**config.mk**
```make
export PLATFORM = sky130hd
export DESIGN_NAME = calibrated_block_rms_meter
export DESIGN_NICKNAME = d
export VERILOG_FILES = /design/src/hdl/cbrms_pkg.sv /design/src/hdl/cbrms_root_unit.sv /design/src/hdl/calibrated_block_rms_meter.sv
export SDC_FILE = /design/constraint.sdc
export NUM_CORES = 2
export LEC_CHECK = 0
export BUFFER_PORTS_ARGS = -buffer_cell sky130_fd_sc_hd__buf_4
export CORE_MARGIN = 2
export CORE_UTILIZATION = 38
export DETAILED_ROUTE_END_ITERATION = 8
export HOLD_SLACK_MARGIN = 0.03
export PLACE_DENSITY = 0.63
export SYNTH_ARGS = -nofsm -noshare
export SYNTH_HDL_FRONTEND = slang
export SYNTH_HIERARCHICAL = 1
export SYNTH_SLANG_ARGS = --single-unit
```
**constraint.sdc**
```tcl
create_clock -name clk -period 12.2 [get_ports clk]
set_input_delay 2.44 -clock clk [delete_from_list [all_inputs] [get_ports clk]]
set_output_delay 2.44 -clock clk [all_outputs]
set_load 0.05 [all_outputs]
```
**src/hdl/cbrms_pkg.sv**
```systemverilog
// ----------------------------------------------------------------------------
// cbrms_pkg
// Shared types and constants of the calibrated block RMS meter.
// ----------------------------------------------------------------------------
package cbrms_pkg;

  localparam int CFG_IDX_W = 2;
  localparam int CFG_DATA_W = 24;

  localparam logic [CFG_IDX_W-1:0] CFG_GAIN = 2'd0;
  localparam logic [CFG_IDX_W-1:0] CFG_OFFSET = 2'd1;
  localparam logic [CFG_IDX_W-1:0] CFG_BLOCK_LENGTH = 2'd2;

  localparam logic signed [23:0] GAIN_RESET = 24'sd28422;
  localparam logic signed [23:0] OFFSET_RESET = -24'sd911;
  localparam logic [15:0] BLOCK_LENGTH_RESET = 16'd500;

  localparam logic signed [42:0] CUR_MAX = 43'sd8388607;
  localparam logic signed [42:0] CUR_MIN = -43'sd8388608;

  localparam logic [5:0] DIV_LAST_STEP = 6'd63;
  localparam logic [5:0] SQRT_LAST_STEP = 6'd31;

  typedef struct packed {
    logic        start;
    logic [63:0] dividend;
    logic [16:0] divisor;
  } root_req_t;

  typedef struct packed {
    logic        idle;
    logic        done;
    logic [31:0] root;
  } root_rsp_t;

endpackage

```
**src/hdl/cbrms_root_unit.sv**
```systemverilog
// ----------------------------------------------------------------------------
// cbrms_root_unit
// Square root of a quotient: restoring divide, one bit per cycle, then a
// digit-by-digit square root, two radicand bits per cycle, on one subtractor.
// ----------------------------------------------------------------------------
module cbrms_root_unit
  import cbrms_pkg::*;
(
  input  logic      clk,
  input  logic      rst,
  input  root_req_t req,
  output root_rsp_t rsp
);

  typedef enum logic [3:0] {
    U_IDLE = 4'b0001,
    U_DIV  = 4'b0010,
    U_SQRT = 4'b0100,
    U_DONE = 4'b1000
  } ustate_t;

  ustate_t     state;
  logic [5:0]  step;
  logic [63:0] work;
  logic [33:0] rem;
  logic [31:0] root;
  logic [16:0] divisor;

  logic [17:0] div_a;
  logic [33:0] op_a;
  logic [33:0] op_b;
  logic [34:0] diff;
  logic        ge;

  assign div_a = {rem[16:0], work[63]};

  always_comb begin
    if (state == U_SQRT) begin
      op_a = {rem[31:0], work[63:62]};
      op_b = {root, 2'b01};
    end else begin
      op_a = {16'd0, div_a};
      op_b = {17'd0, divisor};
    end
    diff = {1'b0, op_a} - {1'b0, op_b};
    ge = ~diff[34];
  end

  always_ff @(posedge clk) begin
    if (rst) begin
      state <= U_IDLE;
      step <= '0;
    end else begin
      unique case (state)
        U_IDLE: begin
          if (req.start) begin
            state <= U_DIV;
            step <= '0;
          end
        end
        U_DIV: begin
          step <= step + 6'd1;
          if (step == DIV_LAST_STEP) begin
            state <= U_SQRT;
            step <= '0;
          end
        end
        U_SQRT: begin
          step <= step + 6'd1;
          if (step == SQRT_LAST_STEP) begin
            state <= U_DONE;
          end
        end
        U_DONE: state <= U_IDLE;
        default: state <= U_IDLE;
      endcase
    end
  end

  always_ff @(posedge clk) begin
    unique case (state)
      U_IDLE: begin
        if (req.start) begin
          work <= req.dividend;
          divisor <= req.divisor;
          rem <= '0;
          root <= '0;
        end
      end
      U_DIV: begin
        work <= {work[62:0], ge};
        rem <= ge ? diff[33:0] : op_a;
        if (step == DIV_LAST_STEP) begin
          rem <= '0;
        end
      end
      U_SQRT: begin
        work <= {work[61:0], 2'b00};
        rem <= ge ? diff[33:0] : op_a;
        root <= {root[30:0], ge};
      end
      default: begin
        work <= work;
      end
    endcase
  end

  assign rsp.idle = (state == U_IDLE);
  assign rsp.done = (state == U_DONE);
  assign rsp.root = root;

  a_start_when_idle: assert property (@(posedge clk) disable iff (rst)
    req.start |-> state == U_IDLE)
    else $error("root unit started while busy");

  a_sqrt_steps: assert property (@(posedge clk) disable iff (rst)
    state == U_SQRT |-> !step[5])
    else $error("square root ran past its last step");

  a_done_pulse: assert property (@(posedge clk) disable iff (rst)
    rsp.done |=> state == U_IDLE)
    else $error("done held for more than one cycle");

endmodule

```
**src/hdl/calibrated_block_rms_meter.sv**
```systemverilog
// ----------------------------------------------------------------------------
// calibrated_block_rms_meter
// Calibrates raw converter samples to current, accumulates squares and emits
// the RMS of each block of block_length samples.
//
//   channel | direction | payload
//   s_      | in        | tdata: raw_sample
//   m_      | out       | tdata: current_value, rms_value, block_index;
//           |           | tuser: rms_valid
//   cfg_    | in        | write: 0 gain, 1 offset, 2 block_length
//
// An item that does not close a block passes from accept through MUL1, CAL,
// SQR, ACC and CHK to DONE, where its result is loaded. An item that closes a
// block waits in ROOT while the root unit divides, takes the square root and
// hands back. One shared multiplier serves calibration and squaring. Reset
// clears the sequencer, accumulator, counts and registers to their defaults.
// A result waiting on m_tready stalls the sequencer only when the next result
// is ready to load.
// ----------------------------------------------------------------------------
module calibrated_block_rms_meter
  import cbrms_pkg::*;
#(
  parameter int SAMPLE_BITS = 12
)
(
  input  logic                       clk,
  input  logic                       rst,
  input  logic                       s_tvalid,
  output logic                       s_tready,
  input  logic [((SAMPLE_BITS+7)/8)*8-1:0] s_tdata,  // raw_sample
  output logic                       m_tvalid,
  input  logic                       m_tready,
  output logic [63:0]                m_tdata,  // current_value, rms_value, block_index
  output logic                       m_tuser,  // rms_valid
  input  logic                       cfg_we,
  input  logic [CFG_IDX_W-1:0]       cfg_index,
  input  logic [CFG_DATA_W-1:0]      cfg_data
);

  typedef enum logic [7:0] {
    S_IDLE = 8'b0000_0001,
    S_MUL1 = 8'b0000_0010,
    S_CAL  = 8'b0000_0100,
    S_SQR  = 8'b0000_1000,
    S_ACC  = 8'b0001_0000,
    S_CHK  = 8'b0010_0000,
    S_ROOT = 8'b0100_0000,
    S_DONE = 8'b1000_0000
  } state_t;

  state_t                   state;
  logic [SAMPLE_BITS-1:0]   sample;
  logic signed [49:0]       mul_q;
  logic signed [23:0]       cur;
  logic [63:0]              square_sum;
  logic [15:0]              sample_count;
  logic [23:0]              last_rms;
  logic [15:0]              blocks_done;
  logic                     done_flag;
  logic signed [23:0]       gain;
  logic signed [23:0]       offset;
  logic [15:0]              block_length;

  logic signed [24:0]       mul_a;
  logic signed [24:0]       mul_b;
  logic signed [42:0]       cal_sum;
  logic [64:0]              acc_sum;
  logic                     out_load;
  root_req_t                req;
  root_rsp_t                rsp;

  assign s_tready = (state == S_IDLE);

  always_comb begin
    if (state == S_SQR) begin
      mul_a = {cur[23], cur};
      mul_b = {cur[23], cur};
    end else begin
      mul_a = $signed({{(25-SAMPLE_BITS){1'b0}}, sample});
      mul_b = {gain[23], gain};
    end
    cal_sum = {mul_q[49], mul_q[49:8]} + {{19{offset[23]}}, offset};
    acc_sum = {1'b0, square_sum} + {18'd0, mul_q[46:0]};
    out_load = (state == S_DONE) && (!m_tvalid || m_tready);
    req.start = (state == S_CHK) && (sample_count == block_length);
    req.dividend = square_sum;
    req.divisor = {sample_count == 16'd0, sample_count};
  end

  cbrms_root_unit u_root (
    .clk (clk),
    .rst (rst),
    .req (req),
    .rsp (rsp)
  );

  always_ff @(posedge clk) begin
    if (rst) begin
      gain <= GAIN_RESET;
      offset <= OFFSET_RESET;
      block_length <= BLOCK_LENGTH_RESET;
    end else if (cfg_we) begin
      unique case (cfg_index)
        CFG_GAIN: gain <= cfg_data;
        CFG_OFFSET: offset <= cfg_data;
        CFG_BLOCK_LENGTH: block_length <= cfg_data[15:0];
        default: gain <= gain;
      endcase
    end
  end

  always_ff @(posedge clk) begin
    if (rst) begin
      state <= S_IDLE;
      square_sum <= '0;
      sample_count <= '0;
      last_rms <= '0;
      blocks_done <= '0;
      done_flag <= 1'b0;
      m_tvalid <= 1'b0;
    end else begin
      if (out_load) begin
        m_tvalid <= 1'b1;
      end else if (m_tready) begin
        m_tvalid <= 1'b0;
      end
      unique case (state)
        S_IDLE: begin
          if (s_tvalid) begin
            state <= S_MUL1;
          end
        end
        S_MUL1: state <= S_CAL;
        S_CAL: state <= S_SQR;
        S_SQR: state <= S_ACC;
        S_ACC: begin
          square_sum <= acc_sum[64] ? '1 : acc_sum[63:0];
          sample_count <= sample_count + 16'd1;
          state <= S_CHK;
        end
        S_CHK: begin
          if (req.start) begin
            square_sum <= '0;
            sample_count <= '0;
            blocks_done <= blocks_done + 16'd1;
            done_flag <= 1'b1;
            state <= S_ROOT;
          end else begin
            done_flag <= 1'b0;
            state <= S_DONE;
          end
        end
        S_ROOT: begin
          if (rsp.done) begin
            last_rms <= (|rsp.root[31:24]) ? '1 : rsp.root[23:0];
            state <= S_DONE;
          end
        end
        S_DONE: begin
          if (out_load) begin
            state <= S_IDLE;
          end
        end
        default: state <= S_IDLE;
      endcase
    end
  end

  always_ff @(posedge clk) begin
    if (s_tvalid && s_tready) begin
      sample <= s_tdata[SAMPLE_BITS-1:0];
    end
    if (state == S_MUL1 || state == S_SQR) begin
      mul_q <= mul_a * mul_b;
    end
    if (state == S_CAL) begin
      if (cal_sum > CUR_MAX) begin
        cur <= CUR_MAX[23:0];
      end else if (cal_sum < CUR_MIN) begin
        cur <= CUR_MIN[23:0];
      end else begin
        cur <= cal_sum[23:0];
      end
    end
    if (out_load) begin
      m_tdata <= {blocks_done, last_rms, cur};
      m_tuser <= done_flag;
    end
  end

  a_accept_blocks: assert property (@(posedge clk) disable iff (rst)
    s_tvalid && s_tready |=> !s_tready)
    else $error("second item accepted while one is in work");

  a_root_in_wait: assert property (@(posedge clk) disable iff (rst)
    rsp.done |-> state == S_ROOT)
    else $error("root result arrived outside its wait state");

  a_load_free: assert property (@(posedge clk) disable iff (rst)
    out_load |-> (!m_tvalid || m_tready))
    else $error("output overwritten before it was taken");

  a_start_idle_unit: assert property (@(posedge clk) disable iff (rst)
    req.start |-> rsp.idle)
    else $error("root unit started while busy");

endmodule

```
==> summary.txt <==
STA
  • Setup_tns: 0 ps
  • Slew headroom: 2.24%
  • Fin crit share: 90.2%
  • Final min period: 11010 ps
  • Hold Vio Cnt, Final: 0
  • Count of pins over their slew limit: 0
  • Clock skew: 67.4 ps
  • RSZ-0062 raised after global routing: no
  • Worst Tran Pin Value: 1470 ps
  • # setup viols final: 0
  • Fmax: 90.8 MHz

Routing
  • Detailed Route Iter0 Violations: 2748
  • Post-route DRC: 0
  • Metal2 WL: 62500 um
  • DRT met1 WL: 56500 um
  • Total wire length: 131000 um
  • Final antenna-violating net count: 0
  • Wire length on met3: 8620 um
  • DR top layer: met4
  • Vias per cell: 5.37
  • Post-DR wirelength/cell: 19.2 um
  • DR vias: 36600
  • First-pass DRT Iterations: 7

Die
  • Die Wd: 361 um
  • Row count: 130
  • Top Ports: 114
  • Die Area: 130000 um2
  • Initial Util: 38.4%
  • Core ar.: 126000 um2
  • Die boundary height: 361 um

Outcome
  • Status: finished, final reports clean

Clocking
  • CTS Buffer Depth: 3
  • TritonCTS clock tree: done
  • Reg clk slew, reported paths: 60 ps
  • Number of clock sinks: 500
  • Clock Root Buffer: clkbuf_16
  • H-tree Lvls: 2
  • Clk_lat worst skew: 680 ps
  • Post-CTS Hold Buffers: 0
  • CTS Buf Count: 58
  • Post-CTS Setup Repair Bufs: 0
  • Post-CTS resize count: 0

Synth
  • Mapped Cells: 5125
  • Avg Cell Area, Syn: 9.45 um2
  • Commonest cells in the netlist: nand2_1 (746), inv_1 (721), fa_1 (643), nor2_1 (323), a21oi_1 (304)
  • Post-synthesis sequential area ratio: 26.8%
  • Area share of the largest cell type after synthesis: 26.6%
  • Synth Register Bits: 500
  • Top_reg_cell synth: edfxtp_1
  • Top post-synthesis cells by area: fa_1 (27%), edfxtp_1 (18%), dfxtp_1 (8.4%)
  • Post-Syn Area: 48400 um2
  • Yosys top cell by area: fa_1
  • Post-synth cell types: 101
  • Synth async-reset ratio: 0%
  • Number of synthesized flops with an enable pin: 296
  • Yosys warning count: 6
  • Dominant cell by count in the synthesized netlist: nand2_1
  • Syn Nets: 6082

Critical path
  • Cells on worst reg2reg path: 30
  • Worst Setup Start Kind: flip-flop
  • CP Max Fanout: 37
  • Arr. time, crit path: 11400 ps
  • Worst path required time: 12600 ps
  • Critical-path top delay cell: nor2_4
  • Reg-to-reg startpoint: state[7]
  • Worst reg2reg path endpoint: mul_q[43]
  • Most used cell, CP: fa_1
  • R2R setup slack: 1190 ps
  • Crit-path max cell delay: 710 ps
  • Crit Path Category: reg -> reg
  • CP endpoint kind: flip-flop

Power
  • Reg power frac: 26.1%
  • VDD IR max: 0.000304 V
  • Int Pwr: 4.76 mW
  • Psw: 3.27 mW
  • P_leak: 24.5 nW
  • Net Sw Frac: 40.7%
  • Clock power frac: 23.7%
  • Combinational Power Share: 50.2%
  • Pwr dens: 151 nW/um2

Global routing
  • Gr usage total: 20.3%
  • First-pass GRT wire length: 209000 um
  • Pin count of the biggest net entering global routing: 82
  • Initial antenna violation count: 2
  • Vias in the first global route: 37400
  • GRT Residual Overflow: 0

Placed design
  • Placer Congestion: 0.908
  • DP Area: 51000 um2
  • Post-DP HPWL: 101000 um
  • Placed cells: 6714
  • IO buf count: 109

Run
  • MaxCap Viol Count: 0

Final layout
  • Final core occ: 42.1%
  • P&R area growth vs syn: 9.68%
  • Post-route cell area: 53100 um2
  • Ant. Diodes: 0
  • Post-layout net count: 6081
  • Share of cells above drive strength 1: 7.77%
  • Finished Layout Cells: 6824

Hold path
  • HP Class: reg -> reg
  • Hold depth: 0
  • Min-Delay Endpoint: m_tdata[30]
  • Critical hold path startpoint: last_rms[6]
==> worst max-delay path: cells and delay by family, from the launching register on <==
family	cells	cell delay (ps)
flip-flops	1	340
AO/OA/AOI/OAI	7	2050
buffers and inverters	5	570
AND/OR/NAND/NOR	9	3770
XOR/XNOR	1	160
adder cells (fa/ha/maj)	8	3820
==> worst max-delay path by stage <==
stage / start / end / slack (ps) / depth (start not counted)
2_1_floorplan: state[7] / mul_q[44] / 3070 / 34
3_3_place_gp: state[7] / mul_q[43] / 1430 / 31
3_5_place_dp: state[7] / mul_q[43] / 1340 / 30
4_1_cts: state[7] / mul_q[43] / 1290 / 30
5_1_grt: state[7] / mul_q[41] / 680 / 32
6_report: state[7] / mul_q[43] / 1190 / 30
==> power groups by stage <==
stage                     combinational, mW  clock [mW]  sequential (mW)
after floorplan                        2.98           0             2.10
after global placement                 3.99           0             2.13
after detailed placement               3.99           0             2.13
after CTS                              4.05        1.94             2.10
after global routing                   4.57        2.00             2.10
final                                  4.03        1.90             2.10
==> cells in the final DEF, fill, tap and decap left out, types with 32 or more instances in the layout <==
cell	count
buf_4	182
o21ai_0	118
inv_1	721
and2_1	90
ha_1	267
fa_1	643
nor2b_1	33
nand3_1	86
nor3_1	38
a311oi_1	32
nor2_1	317
xnor2_1	123
a21o_1	100
edfxtp_1	296
a21oi_1	298
xor2_1	73
clkbuf_16	62
dfxtp_1	204
nand4_1	44
and3_1	137
nand2_1	746
a22oi_1	63
==> through the flow <==
stage | hold slack (ps) | setup WS [ps] | total power [mW]
finish | 433 | 1190 | 8.03
global route | 447 | 676 | 8.68
CTS | 437 | 1290 | 8.08
detailed placement | 416 | 1340 | 6.12
global placement | 418 | 1430 | 6.13
floorplan | 406 | 3070 | 5.08
==> logic make-up after synthesis <==
| kind of cell | synth area share [%] |
|---|---|
| xor gates and xnor gates | 3.55 |
| and+or+nand+nor | 15.4 |
| AOI/OAI and AO/OA | 12.7 |
| buffers and inverters | 7.59 |
| muxes | 0.413 |
| DFF | 26.8 |
| adders and majority gates | 33.5 |
==> sequential cells by signal, indices dropped and copies added, names as in the netlist, 32 cells and up <==
| name | flops |
|---|---|
| m_tdata | 64 |
| mul_q | 50 |
| square_sum | 64 |
| u_root/rem | 32 |
| u_root/root | 32 |
| u_root/work | 64 |
==> area by class of cell <==
class                      count  area, um2
multi-input combinational   3659      31900
fill                       12200      73000
timing repair buffer         182       1370
tap                         1650       2060
clock inverter                33        440
inverter                     723       2710
sequential                   500      13000
clock buffer                  77       1690
==> routing by layer <==
layer	GRT usage, %	up-vias
met5	0	-
met4	5.55	0
met3	3.22	225
met2	34.1	1116
met1	27.0	18300
li1	-	17000
(Power assumes the default switching activity.)
